[src/hw/rtl/afsk_pkg.sv]
// Shared types, constants and the quarter-wave sine table for the AFSK transmitter.
package afsk_pkg;

    localparam int PHASE_BITS     = 32;
    localparam int SINE_ADDR_BITS = 10;
    localparam int QTR_BITS       = SINE_ADDR_BITS - 2;
    localparam int QTR_SIZE       = 1 << QTR_BITS;
    localparam int MAG_BITS       = 15;
    localparam int SAMPLE_BITS    = 16;
    localparam int SPB_BITS       = 16;
    localparam int INC_BITS       = 31;
    localparam int AMP_BITS       = 15;
    localparam int BYTE_BITS      = 8;
    localparam int CNT_BITS       = 4;
    localparam int CFG_DATA_BITS  = 31;
    localparam int CFG_IDX_BITS   = 3;

    localparam logic [BYTE_BITS-1:0]     PREAMBLE  = 8'hAA;
    localparam logic [MAG_BITS-1:0]      MAG_PEAK  = 15'd32767;
    localparam logic [CNT_BITS-1:0]      BITS_FULL = 4'd8;
    localparam logic [SPB_BITS-1:0]      SPB_RST   = 16'd441;
    localparam logic [INC_BITS-1:0]      SPACE_RST = 31'd116869866;
    localparam logic [INC_BITS-1:0]      MARK_RST  = 31'd214261410;
    localparam logic [AMP_BITS-1:0]      AMP_RST   = 15'd26214;
    localparam logic [BYTE_BITS-1:0]     KEY_RST   = 8'd75;
    localparam logic [63:0]              PI_Q62    = 64'hC90FDAA22168C235;

    typedef enum logic [CFG_IDX_BITS-1:0] {
        CFG_BIT_TICKS       = 3'd0,
        CFG_PHASE_INC_SPACE = 3'd1,
        CFG_PHASE_INC_MARK  = 3'd2,
        CFG_AMPLITUDE       = 3'd3,
        CFG_XOR_KEY         = 3'd4
    } cfg_idx_t;

    typedef struct packed {
        logic                 start_message;
        logic                 byte_valid;
        logic [BYTE_BITS-1:0] data_byte;
    } in_t;

    typedef struct packed {
        logic signed [SAMPLE_BITS-1:0] sample;
        logic                          byte_taken;
        logic                          idle;
    } out_t;

    typedef struct packed {
        logic [SPB_BITS-1:0]  bit_ticks;
        logic [INC_BITS-1:0]  phase_inc_space;
        logic [INC_BITS-1:0]  phase_inc_mark;
        logic [AMP_BITS-1:0]  amplitude;
        logic [BYTE_BITS-1:0] xor_key;
    } cfg_t;

    typedef struct packed {
        logic                      active;
        logic                      taken;
        logic [SINE_ADDR_BITS-1:0] addr;
    } tone_t;

    typedef logic [QTR_SIZE-1:0][MAG_BITS-1:0] qtr_rom_t;

    function automatic logic [63:0] qmul(input logic [63:0] a, input logic [63:0] b);
        logic [127:0] p;
        p = 128'(a) * 128'(b);
        return p[125:62];
    endfunction

    function automatic logic [63:0] udiv64(input logic [63:0] num, input logic [63:0] den);
        logic [63:0] quo;
        logic [64:0] rem;
        quo = '0;
        rem = '0;
        for (int i = 63; i >= 0; i--)
        begin
            rem = {rem[63:0], num[i]};
            if (rem >= {1'b0, den})
            begin
                rem    = rem - {1'b0, den};
                quo[i] = 1'b1;
            end
        end
        return quo;
    endfunction

    function automatic logic [MAG_BITS-1:0] quarter_sine(input int j);
        logic [63:0] x;
        logic [63:0] x2;
        logic [63:0] s;
        logic [63:0] t;
        logic [63:0] r;
        logic [63:0] d;
        x  = qmul(PI_Q62, 64'(j) << (63 - SINE_ADDR_BITS));
        x2 = qmul(x, x);
        s  = x;
        t  = x;
        for (int n = 1; n < 64 && t != 0; n++)
        begin
            d = 64'(2 * n) * 64'(2 * n + 1);
            t = udiv64(qmul(t, x2), d);
            if ((n & 1) != 0)
            begin
                s = s - t;
            end
            else
            begin
                s = s + t;
            end
        end
        r = (s >> 20) * 64'd32767;
        r = (r + (64'd1 << 41)) >> 42;
        return r[MAG_BITS-1:0];
    endfunction

    function automatic qtr_rom_t build_qtr_rom();
        qtr_rom_t rom;
        for (int k = 0; k < QTR_SIZE; k++)
        begin
            rom[k] = quarter_sine(k);
        end
        return rom;
    endfunction

    localparam qtr_rom_t QTR_ROM = build_qtr_rom();

endpackage

[src/hw/rtl/afsk_cfg_regs.sv]
// Configuration register bank for the AFSK transmitter.
module afsk_cfg_regs
    import afsk_pkg::*;
(
    input  logic                     clk,
    input  logic                     rst_n,
    input  logic                     cfg_we,
    input  logic [CFG_IDX_BITS-1:0]  cfg_index,
    input  logic [CFG_DATA_BITS-1:0] cfg_data,
    output cfg_t                     cfg
);

    cfg_t cfg_reg;

    always_ff @(posedge clk or negedge rst_n)
    begin
        if (!rst_n)
        begin
            cfg_reg.bit_ticks       <= SPB_RST;
            cfg_reg.phase_inc_space <= SPACE_RST;
            cfg_reg.phase_inc_mark  <= MARK_RST;
            cfg_reg.amplitude       <= AMP_RST;
            cfg_reg.xor_key         <= KEY_RST;
        end
        else if (cfg_we)
        begin
            case (cfg_index)
                CFG_BIT_TICKS:       cfg_reg.bit_ticks       <= cfg_data[SPB_BITS-1:0];
                CFG_PHASE_INC_SPACE: cfg_reg.phase_inc_space <= cfg_data[INC_BITS-1:0];
                CFG_PHASE_INC_MARK:  cfg_reg.phase_inc_mark  <= cfg_data[INC_BITS-1:0];
                CFG_AMPLITUDE:       cfg_reg.amplitude       <= cfg_data[AMP_BITS-1:0];
                CFG_XOR_KEY:         cfg_reg.xor_key         <= cfg_data[BYTE_BITS-1:0];
                default:             ;
            endcase
        end
    end

    assign cfg = cfg_reg;

endmodule

[src/hw/rtl/afsk_bit_ctrl.sv]
// Byte loading, bit timing and phase accumulation; registers one tone beat per tick.
module afsk_bit_ctrl
    import afsk_pkg::*;
(
    input  logic  clk,
    input  logic  rst_n,
    input  logic  in_valid,
    output logic  in_ready,
    input  in_t   in_data,
    input  cfg_t  cfg,
    input  logic  s2_ready,
    output logic  s1_valid,
    output tone_t s1
);

    logic [PHASE_BITS-1:0] phase_reg;
    logic [PHASE_BITS-1:0] phase_next;
    logic [BYTE_BITS-1:0]  shift_reg;
    logic [BYTE_BITS-1:0]  shift_next;
    logic [CNT_BITS-1:0]   bits_reg;
    logic [CNT_BITS-1:0]   bits_next;
    logic [SPB_BITS-1:0]   sib_reg;
    logic [SPB_BITS-1:0]   sib_next;
    logic                  s1_valid_reg;
    logic                  s1_valid_next;
    tone_t                 s1_reg;
    tone_t                 s1_next;

    logic                  accept;
    logic                  load_start;
    logic                  load_byte;
    logic [PHASE_BITS-1:0] cur_phase;
    logic [BYTE_BITS-1:0]  cur_shift;
    logic [CNT_BITS-1:0]   cur_bits;
    logic [SPB_BITS-1:0]   cur_sib;
    logic [SPB_BITS-1:0]   sib_inc;
    logic [INC_BITS-1:0]   inc;
    logic                  bit_end;

    assign in_ready = !s1_valid_reg || s2_ready;
    assign accept   = in_valid && in_ready;

    always_comb
    begin
        load_start = (bits_reg == '0) && in_data.start_message;
        load_byte  = (bits_reg == '0) && !in_data.start_message && in_data.byte_valid;

        cur_phase = load_start ? '0 : phase_reg;
        cur_shift = load_start ? PREAMBLE
                  : load_byte  ? (in_data.data_byte ^ cfg.xor_key)
                  : shift_reg;
        cur_bits  = (load_start || load_byte) ? BITS_FULL : bits_reg;
        cur_sib   = (load_start || load_byte) ? '0 : sib_reg;

        inc     = cur_shift[BYTE_BITS-1] ? cfg.phase_inc_mark : cfg.phase_inc_space;
        sib_inc = cur_sib + 1'b1;
        bit_end = (sib_inc >= cfg.bit_ticks) || (sib_inc == '0);

        s1_next.active = (cur_bits != '0);
        s1_next.taken  = load_byte;
        s1_next.addr   = cur_phase[PHASE_BITS-1 -: SINE_ADDR_BITS];

        phase_next = cur_phase;
        shift_next = cur_shift;
        bits_next  = cur_bits;
        sib_next   = cur_sib;
        if (cur_bits != '0)
        begin
            phase_next = cur_phase + PHASE_BITS'(inc);
            sib_next   = sib_inc;
            if (bit_end)
            begin
                sib_next   = '0;
                shift_next = {cur_shift[BYTE_BITS-2:0], 1'b0};
                bits_next  = cur_bits - 1'b1;
            end
        end

        s1_valid_next = in_ready ? accept : s1_valid_reg;
    end

    always_ff @(posedge clk or negedge rst_n)
    begin
        if (!rst_n)
        begin
            phase_reg    <= '0;
            shift_reg    <= '0;
            bits_reg     <= '0;
            sib_reg      <= '0;
            s1_valid_reg <= 1'b0;
        end
        else
        begin
            s1_valid_reg <= s1_valid_next;
            if (accept)
            begin
                phase_reg <= phase_next;
                shift_reg <= shift_next;
                bits_reg  <= bits_next;
                sib_reg   <= sib_next;
            end
        end
    end

    always_ff @(posedge clk)
    begin
        if (accept)
        begin
            s1_reg <= s1_next;
        end
    end

    assign s1_valid = s1_valid_reg;
    assign s1       = s1_reg;

    a_bits_range: assert property (@(posedge clk) disable iff (!rst_n)
        bits_reg <= BITS_FULL)
        else $error("bit count above one byte");

    a_idle_counter_clear: assert property (@(posedge clk) disable iff (!rst_n)
        bits_reg == '0 |-> sib_reg == '0)
        else $error("sample counter not cleared while idle");

    a_taken_active: assert property (@(posedge clk) disable iff (!rst_n)
        s1_valid_reg && s1_reg.taken |-> s1_reg.active)
        else $error("byte taken on an idle tick");

endmodule

[src/hw/rtl/afsk_sine_scale.sv]
// Sine lookup from the quarter-wave table, amplitude scaling and the result register.
module afsk_sine_scale
    import afsk_pkg::*;
(
    input  logic                clk,
    input  logic                rst_n,
    input  logic                s1_valid,
    input  tone_t               s1,
    input  logic [AMP_BITS-1:0] amplitude,
    output logic                s2_ready,
    output logic                out_valid,
    input  logic                out_ready,
    output out_t                out_data
);

    logic                      out_valid_reg;
    out_t                      out_reg;
    out_t                      out_next;

    logic [1:0]                quad;
    logic [QTR_BITS-1:0]       qidx;
    logic [QTR_BITS-1:0]       tidx;
    logic                      peak;
    logic [MAG_BITS-1:0]       mag;
    logic [MAG_BITS+AMP_BITS-1:0] prod;
    logic [SAMPLE_BITS-1:0]    scaled;

    assign s2_ready = !out_valid_reg || out_ready;

    always_comb
    begin
        quad   = s1.addr[SINE_ADDR_BITS-1 -: 2];
        qidx   = s1.addr[QTR_BITS-1:0];
        tidx   = quad[0] ? (QTR_BITS'(0) - qidx) : qidx;
        peak   = quad[0] && (qidx == '0);
        mag    = peak ? MAG_PEAK : QTR_ROM[tidx];
        prod   = MAG_BITS'(mag) * AMP_BITS'(amplitude);
        scaled = {1'b0, prod[MAG_BITS+AMP_BITS-1 -: MAG_BITS]};

        out_next.byte_taken = s1.taken;
        out_next.idle       = !s1.active;
        if (!s1.active)
        begin
            out_next.sample = '0;
        end
        else if (quad[1])
        begin
            out_next.sample = SAMPLE_BITS'(16'd0 - scaled);
        end
        else
        begin
            out_next.sample = scaled;
        end
    end

    always_ff @(posedge clk or negedge rst_n)
    begin
        if (!rst_n)
        begin
            out_valid_reg <= 1'b0;
        end
        else if (s2_ready)
        begin
            out_valid_reg <= s1_valid;
        end
    end

    always_ff @(posedge clk)
    begin
        if (s2_ready && s1_valid)
        begin
            out_reg <= out_next;
        end
    end

    assign out_valid = out_valid_reg;
    assign out_data  = out_reg;

    a_idle_silent: assert property (@(posedge clk) disable iff (!rst_n)
        out_valid_reg && out_reg.idle |-> out_reg.sample == '0)
        else $error("nonzero sample on an idle tick");

    a_taken_not_idle: assert property (@(posedge clk) disable iff (!rst_n)
        out_valid_reg && out_reg.byte_taken |-> !out_reg.idle)
        else $error("byte taken but tick reported idle");

endmodule

[src/hw/rtl/afsk_byte_transmitter.sv]
// Top level of the AFSK byte transmitter: config bank, bit control and sine scaling.
// An accepted beat is registered first in the tone register of the bit control and then
// in the result register of the sine scaling, from which it is offered as the result beat.
// Throughput: one beat per cycle; the input stalls only when both the input register
// and the result register hold beats and the result beat is not taken.
// Reset: asynchronous, active low; clears bit state and phase, loads register defaults.
module afsk_byte_transmitter
    import afsk_pkg::*;
(
    input  logic                     clk,
    input  logic                     rst_n,
    input  logic                     in_valid,
    output logic                     in_ready,
    input  in_t                      in_data,
    output logic                     out_valid,
    input  logic                     out_ready,
    output out_t                     out_data,
    input  logic                     cfg_we,
    input  logic [CFG_IDX_BITS-1:0]  cfg_index,
    input  logic [CFG_DATA_BITS-1:0] cfg_data
);

    cfg_t  cfg;
    logic  s2_ready;
    logic  s1_valid;
    tone_t s1;

    afsk_cfg_regs u_cfg (
        .clk       (clk),
        .rst_n     (rst_n),
        .cfg_we    (cfg_we),
        .cfg_index (cfg_index),
        .cfg_data  (cfg_data),
        .cfg       (cfg)
    );

    afsk_bit_ctrl u_ctrl (
        .clk      (clk),
        .rst_n    (rst_n),
        .in_valid (in_valid),
        .in_ready (in_ready),
        .in_data  (in_data),
        .cfg      (cfg),
        .s2_ready (s2_ready),
        .s1_valid (s1_valid),
        .s1       (s1)
    );

    afsk_sine_scale u_scale (
        .clk       (clk),
        .rst_n     (rst_n),
        .s1_valid  (s1_valid),
        .s1        (s1),
        .amplitude (cfg.amplitude),
        .s2_ready  (s2_ready),
        .out_valid (out_valid),
        .out_ready (out_ready),
        .out_data  (out_data)
    );

endmodule

[config.mk]
export PLATFORM = sky130hd
export DESIGN_NAME = afsk_byte_transmitter
export DESIGN_NICKNAME = d
export VERILOG_FILES = /design/src/hw/rtl/afsk_pkg.sv /design/src/hw/rtl/afsk_cfg_regs.sv /design/src/hw/rtl/afsk_bit_ctrl.sv /design/src/hw/rtl/afsk_sine_scale.sv /design/src/hw/rtl/afsk_byte_transmitter.sv
export SDC_FILE = /design/constraint.sdc
export NUM_CORES = 1
export LEC_CHECK = 0
export CORE_MARGIN = 2
export CORE_UTILIZATION = 50
export DETAILED_ROUTE_END_ITERATION = 12
export DONT_BUFFER_PORTS = 1
export GPL_TIMING_DRIVEN = 0
export PLACE_DENSITY_LB_ADDON = 0.3
export SLEW_MARGIN = 20
export SYNTH_ARGS = -nofsm -noshare
export SYNTH_HDL_FRONTEND = slang
export SYNTH_SLANG_ARGS = --single-unit
[constraint.sdc]
create_clock -name clk -period 11.2 [get_ports clk]
set_input_delay 1.12 -clock clk [delete_from_list [all_inputs] [get_ports clk]]
set_output_delay 1.12 -clock clk [all_outputs]
set_load 0.01 [all_outputs]
==> results.toml, run 1 <==
[outcome]
status = "complete, no violations"

[finish]
largest_register_ffs = 101
multi_input_area_mm2 = 0.01685
layout-drive-gt1-share = 0.1473
area_growth_pct = 8.874
area.sequential_mm2 = 0.005041
layout.nets = 3128
nFillCells = 4174

[synth]
synth_xor_area_frac = 0.03079
synthTopCellsByCount = "nand2_1, inv_1, o21ai_0"
syn_nets = 3100
synth_async_sr_flop_share = 0.8446
synth-compound-area-share = 0.1989
synth_area_mm2 = 0.02316
muxShareOfSynthArea = 0.06730
yosysSeqAreaShare = 0.2176
synth_flop_cell = "dfrtp_1"
yosysWarnings = 0
yosysUniqueCellTypes = 102
synth_top_area_cell = "fa_1"
synth_top_family_by_area = "adder cells"
synth_edf_count = 30
syn_area_per_cell_um2 = 8.507
synth_most_common_cell = "nand2_1"
yosysTopAreaCellShare = 0.1443
ys_ff_latch = 193
synth_adder_area_share = 0.2313
synth_area_leaders = "fa_1, dfrtp_1, ha_1"
synthSimpleGateAreaFrac = 0.1818
syn_inst = 2723

[routing]
vias_per_cell = 6.458
wl_per_cell_um = 25.67
drt_iter0_markers = 2561
post-route-drc-count = 0
drt-pass1-iter-count = 10
wirelength_mm = 86.41
num_vias = 21740
ant_nets = 0

[timing]
finalWorstSetupSlack_ns = 0.2957
setup-violations-final = 0
skew_ns = 0.01745
drv_slew = 0
period_minus_slack_ns = 10.90
fin_crit_sh = 0.9736
hold_viol = 0
worstMarginPinSlew_ns = 1.287
fmax_mhz = 91.71
max_slew_margin = 0.1420

[clock_tree]
clk_path_buf_depth = 2
clk-insertion-delay-late_ns = 0.47
cts.sinks = 193
path_clk_slew_ns = 0.09
cts_inserted_buffers = 17
htree_levels = 4
cts_tree = "done"
cts_root_buffer = "clkbuf_16"

[grt]
grt.overflow.total = 0
grt_pass1_wl_mm = 131.3
grt_use_total = 0.3652
grt_max_degree = 164
grt_pass1_vias = 21890
antenna_found_initial = 3

[run]
drv_cap = 0

[die]
fp.dieW_um = 219.2
rows = 78
die-area_mm2 = 0.04807
initial_core_util = 0.5083
core-area_mm2 = 0.04558
die_h_um = 219.2
io_pins = 69

[critical_path]
cpPeakStageDelay_ns = 0.69
critical_path_required_ns = 11.42
worst-r2r-cell-count = 34
start_kind = "flop"
worst_ep_arrival_time_ns = 11.13
critPathKind = "flop to flop"
cp_slowest_cell = "o311ai_1"
r2r_slack_ns = 0.30
path_common_cell = "fa_1"
end_kind = "flop"
rr_endpoint = "u_scale.out_data[15]"
critPathMaxFanout = 13
reg2reg_from = "u_ctrl.s1[1]"

[placement]
gp_congestion = 1.060
hpwl_mm = 66.81
place_worst_setup_slack_ns = -2.669
io_buffers = 0

[worst_hold_path]
hp-class = "input port to async pin"
how the worst max path moves through the flow:
stage / cells after the start / start / slack (ns) / to
2_1_floorplan: 43 / u_ctrl.s1[0] / 0.79 / u_scale.out_data[15]
6_report: 34 / u_ctrl.s1[1] / 0.30 / u_scale.out_data[15]
3_5_place_dp: 43 / u_ctrl.s1[0] / -2.67 / u_scale.out_data[15]
4_1_cts: 45 / u_ctrl.s1[0] / 0.002 / u_scale.out_data[15]
5_1_grt: 40 / u_ctrl.s1[8] / -0.05 / u_scale.out_data[15]
3_3_place_gp: 43 / u_ctrl.s1[0] / -2.64 / u_scale.out_data[15]
metal layers:
layer  up-vias  share of wire  GRT usage
li1       9543              -          -
met1     10680           0.40     0.4747
met2      1239           0.44     0.5690
met3       271          0.099    0.09106
met4         4          0.053     0.1773
met5         -        0.00024          0
kinds of logic (layout without fill, tap and decap cells):
family,after synthesis,in the layout
AND/OR/NAND/NOR,869,869
AO/OA/AOI/OAI,696,696
buffers and inverters,424,465
adder cells (fa/ha/maj),328,328
flip-flops,193,193
multiplexers,138,138
XOR/XNOR,75,75
other,0,2
placed cells by master (no fill, tap or decap), types with 29 or more instances in the layout:
cell | Yosys | final
clkbuf_1 | 115 | 75
nand3_1 | 46 | 45
buf_4 | 9 | 29
nor2_1 | 169 | 159
o21ai_0 | 176 | 169
dfrtp_1 | 114 | 114
edfxtp_1 | 30 | 30
o211ai_1 | 33 | 33
a21oi_1 | 150 | 145
mux2_2 | 121 | 121
dfstp_2 | 49 | 49
nor2b_1 | 57 | 57
ha_1 | 161 | 158
nand2b_1 | 47 | 47
fa_1 | 167 | 167
a21o_1 | 32 | 32
xnor2_1 | 40 | 36
inv_1 | 241 | 240
and2_1 | 110 | 110
a31oi_1 | 32 | 30
nand2_1 | 312 | 309
a211oi_1 | 34 | 33
nor3_1 | 43 | 42
worst max-delay path, delay by kind of cell (launching register included):
kind | cells | cell delay [ns]
buf+inv | 5 | 1.02
compound gates | 8 | 2.42
simple gates | 9 | 2.19
xor+xnor | 1 | 0.27
flops | 1 | 0.36
fa+ha+maj | 9 | 3.83
mux | 2 | 0.57
metrics by stage:
stage,hold WS [ns],cells,area (µm²),utilization,TNS (ns)
6_report,0.3341,3366,25220,0.5534,0
5_1_grt,0.3152,3365,25220,0.5533,-0.05052
4_1_cts,0.3206,3357,24860,0.5454,0
3_5_place_dp,0.4403,3324,23950,0.5255,-35.01
3_3_place_gp,0.4013,3323,23920,0.5247,-34.80
2_1_floorplan,0.4003,2723,23160,-,0
cell type report:
class                           count  share of cell area
Multi-Input combinational cell   2106              0.6682
Antenna cell                        2           0.0001984
Clock inverter                     15            0.007144
Sequential cell                   193              0.1999
Tap cell                          600             0.02977
Timing Repair Buffer               14            0.004068
Inverter                          247             0.03731
Buffer                            172             0.03656
Clock buffer                       17             0.01687
timing repair:
item | in CTS | in global routing
pin swaps | 3 | 7
gates resized for setup | 107 | 105
buffers inserted | 4 | 9
endpoints found under the setup margin | 16 | 12
hold buffers | 0 | 0
Power of run 1 is left out: the tool's default activity adds up to more than one toggle a clock period on the data nets, which glitch-free logic cannot reach.
==> run 2, diff against run 1 <==
--- a/config.mk
+++ b/config.mk
@@ -5,12 +5,13 @@
 export SDC_FILE = /design/constraint.sdc
 export NUM_CORES = 1
 export LEC_CHECK = 0
+export ABC_AREA = 1
 export CORE_MARGIN = 2
 export CORE_UTILIZATION = 50
 export DETAILED_ROUTE_END_ITERATION = 12
 export DONT_BUFFER_PORTS = 1
 export GPL_TIMING_DRIVEN = 0
-export PLACE_DENSITY_LB_ADDON = 0.3
+export PLACE_DENSITY_LB_ADDON = 0.12
 export SLEW_MARGIN = 20
 export SYNTH_ARGS = -nofsm -noshare
 export SYNTH_HDL_FRONTEND = slang
==> run 2 against run 1 <==
  * Global-route usage is 0.94 points lower
  * Sequential share of layout area up 1.7 points
  * Core utilization down 1.4 points
  * Register-to-register slack gained 0.02 ns
==> results.toml, run 2 <==
[synth]
syn_area_per_cell_um2 = 7.276
synth_flop_cell = "dfrtp_1"
synth_area_leaders = "fa_1, nand2_1, dfrtp_1"
synth-compound-area-share = 0.1368
synthSimpleGateAreaFrac = 0.2363
synthTopCellsByCount = "nand2_1, inv_1, o21ai_0"
synth_adder_area_share = 0.2463
yosysUniqueCellTypes = 64
synth_edf_count = 30
synth_top_area_cell = "fa_1"
yosysWarnings = 0
yosysTopAreaCellShare = 0.1537
synth_area_mm2 = 0.02176
synth_most_common_cell = "nand2_1"
ys_ff_latch = 193
syn_nets = 3367
synth_top_family_by_area = "adder cells"
synth_xor_area_frac = 0.02249
muxShareOfSynthArea = 0.01553
synth_async_sr_flop_share = 0.8446
syn_inst = 2990
yosysSeqAreaShare = 0.2317

[timing]
setup_tns_ns = 0
worstMarginPinSlew_ns = 1.103
max_slew_margin = 0.2647
fin_crit_sh = 0.9717
setup-violations-final = 0
drv_slew = 0
hold_viol = 0
period_minus_slack_ns = 10.88
skew_ns = 0.01969
fmax_mhz = 91.88
rsz0062_at_grt = "false"
whs_ns = 0.3456

[critical_path]
start_kind = "flop"
path_common_cell = "nand2_1"
critPathMaxFanout = 11
critPathKind = "flop to flop"
end_kind = "flop"
critical_path_required_ns = 11.42
reg2reg_from = "u_ctrl.s1[0]"
r2r_slack_ns = 0.32
cpPeakStageDelay_ns = 0.57
crit_start = "u_ctrl.s1[0]"
cp_slowest_cell = "o21ai_0"
worst_ep_arrival_time_ns = 11.10

[clock_tree]
clk_path_buf_depth = 2
cts_inserted_buffers = 17
cts_tree = "done"
path_clk_slew_ns = 0.09
holdBufCountCts = 0
htree_levels = 4
cts_root_buffer = "clkbuf_16"
cts.sinks = 193
clk-insertion-delay-late_ns = 0.46

[routing]
route.met3.wl_mm = 7.751
wl_per_cell_um = 21.61
drt_iter0_markers = 2230
post-route-drc-count = 0
vias_per_cell = 5.842
num_vias = 21130
top_layer_used = "met4"
drt-pass1-iter-count = 7
ant_nets = 0
wl_met2_mm = 34.89
met1Wirelength_mm = 32.68
wirelength_mm = 78.16

[grt]
grt_pass1_wl_mm = 120.9
grt_max_degree = 164
grt_use_total = 0.3558
grt.overflow.total = 0
antenna_found_initial = 0
grt_pass1_vias = 20780

[finish]
area_growth_pct = 6.643
final_cell_mix = "nand2_1, inv_1, o21ai_0, nor2_1, fa_1"
nFillCells = 4283
layout-drive-gt1-share = 0.07091
layout_commonest_cell = "nand2_1"
layout.nets = 3396
insertedDiodeCount = 0
largest_register_ffs = 101

[run]
drv_cap = 0

[die]
initial_core_util = 0.5062
die_h_um = 212.6
core-area_mm2 = 0.04298
io_pins = 69
die-area_mm2 = 0.04520
rows = 76
fp.dieW_um = 212.6

[outcome]
status = "complete, no violations"

[placement]
gp_congestion = 1.033
hpwl_mm = 61.47
io_buffers = 0

[worst_hold_path]
hp-class = "input port to async pin"
## run 2: changes by cell type in the layout (fill, tap and decap cells not counted), sizes merged, moves of 19 or more
cell / delta
a21o: -30
nor2: +58
xnor2: -20
o211ai: -19
a211oi: -29
o21ai: +72
and2: -111
nand3: +99
clkbuf: -57
mux2: -92
nand2b: -47
nand2: +484
inv: +259
nor2b: -57
## run 2: final timing paths
kind                                        end  cells past startpoint
max                        u_scale.out_data[14]                     46
min                           u_ctrl.sib_reg[4]                      0
max reg2reg                u_scale.out_data[14]                     46
min reg2reg                 u_scale.out_data[1]                      0
max in group asynchronous         u_cfg.cfg[80]                      0
min in group clk            u_scale.out_data[1]                      0
## run 2: layer usage
metal	up-vias	track usage
met5	-	0
met4	0	0.1179
met3	178	0.07326
met2	1075	0.5565
met1	10260	0.4927
li1	9617	-
## run 2: cells by family (layout without fill, tap and decap cells)
family                     Yosys count  after routing
xor gates and xnor gates            55             55
muxes                               30             30
AOI/OAI and AO/OA                  525            525
buffers and inverters              622            664
adders and majority gates          328            328
DFF                                193            193
and+or+nand+nor                   1237           1237
## run 2: timing repair
action	in CTS	in global routing
gates resized for setup	6	10
pin swaps	0	1
buffers inserted	0	9
hold endpoints to repair	0	0
endpoints found under the setup margin	11	15
## run 2: metrics by stage
| stage | setup WS (ns) | area [µm²] | utilization | cells |
|---|---|---|---|---|
| 2_1_floorplan | 2.663 | 21760 | - | 2990 |
| 3_3_place_gp | -0.4839 | 22490 | 0.5232 | 3575 |
| 3_5_place_dp | -0.3738 | 22510 | 0.5238 | 3576 |
| 4_1_cts | 0.04087 | 23110 | 0.5376 | 3608 |
| 5_1_grt | 0.002292 | 23200 | 0.5398 | 3617 |
| 6_report | 0.3167 | 23200 | 0.5398 | 3617 |
## run 2: worst max-delay path: cells and delay by family, from the launching register on
| family | cells | cell delay, ns |
|---|---|---|
| buffers and inverters | 13 | 2.47 |
| AOI/OAI and AO/OA | 3 | 0.94 |
| and+or+nand+nor | 21 | 2.94 |
| adders and majority gates | 9 | 3.79 |
| DFF | 1 | 0.44 |
## run 2: layout make-up
| class | instances | area [µm²] | area share |
|---|---|---|---|
| tap | 585 | 732.0 | 0.03155 |
| inverter | 512 | 1939 | 0.08359 |
| clock buffer | 18 | 429.2 | 0.01850 |
| clock inverter | 14 | 157.7 | 0.006795 |
| sequential | 193 | 5041 | 0.2173 |
| timing repair buffer | 10 | 78.83 | 0.003398 |
| multi-input combinational | 2175 | 14330 | 0.6176 |
| buffer | 110 | 493.0 | 0.02125 |
Power of run 2 is left out for the same reason.
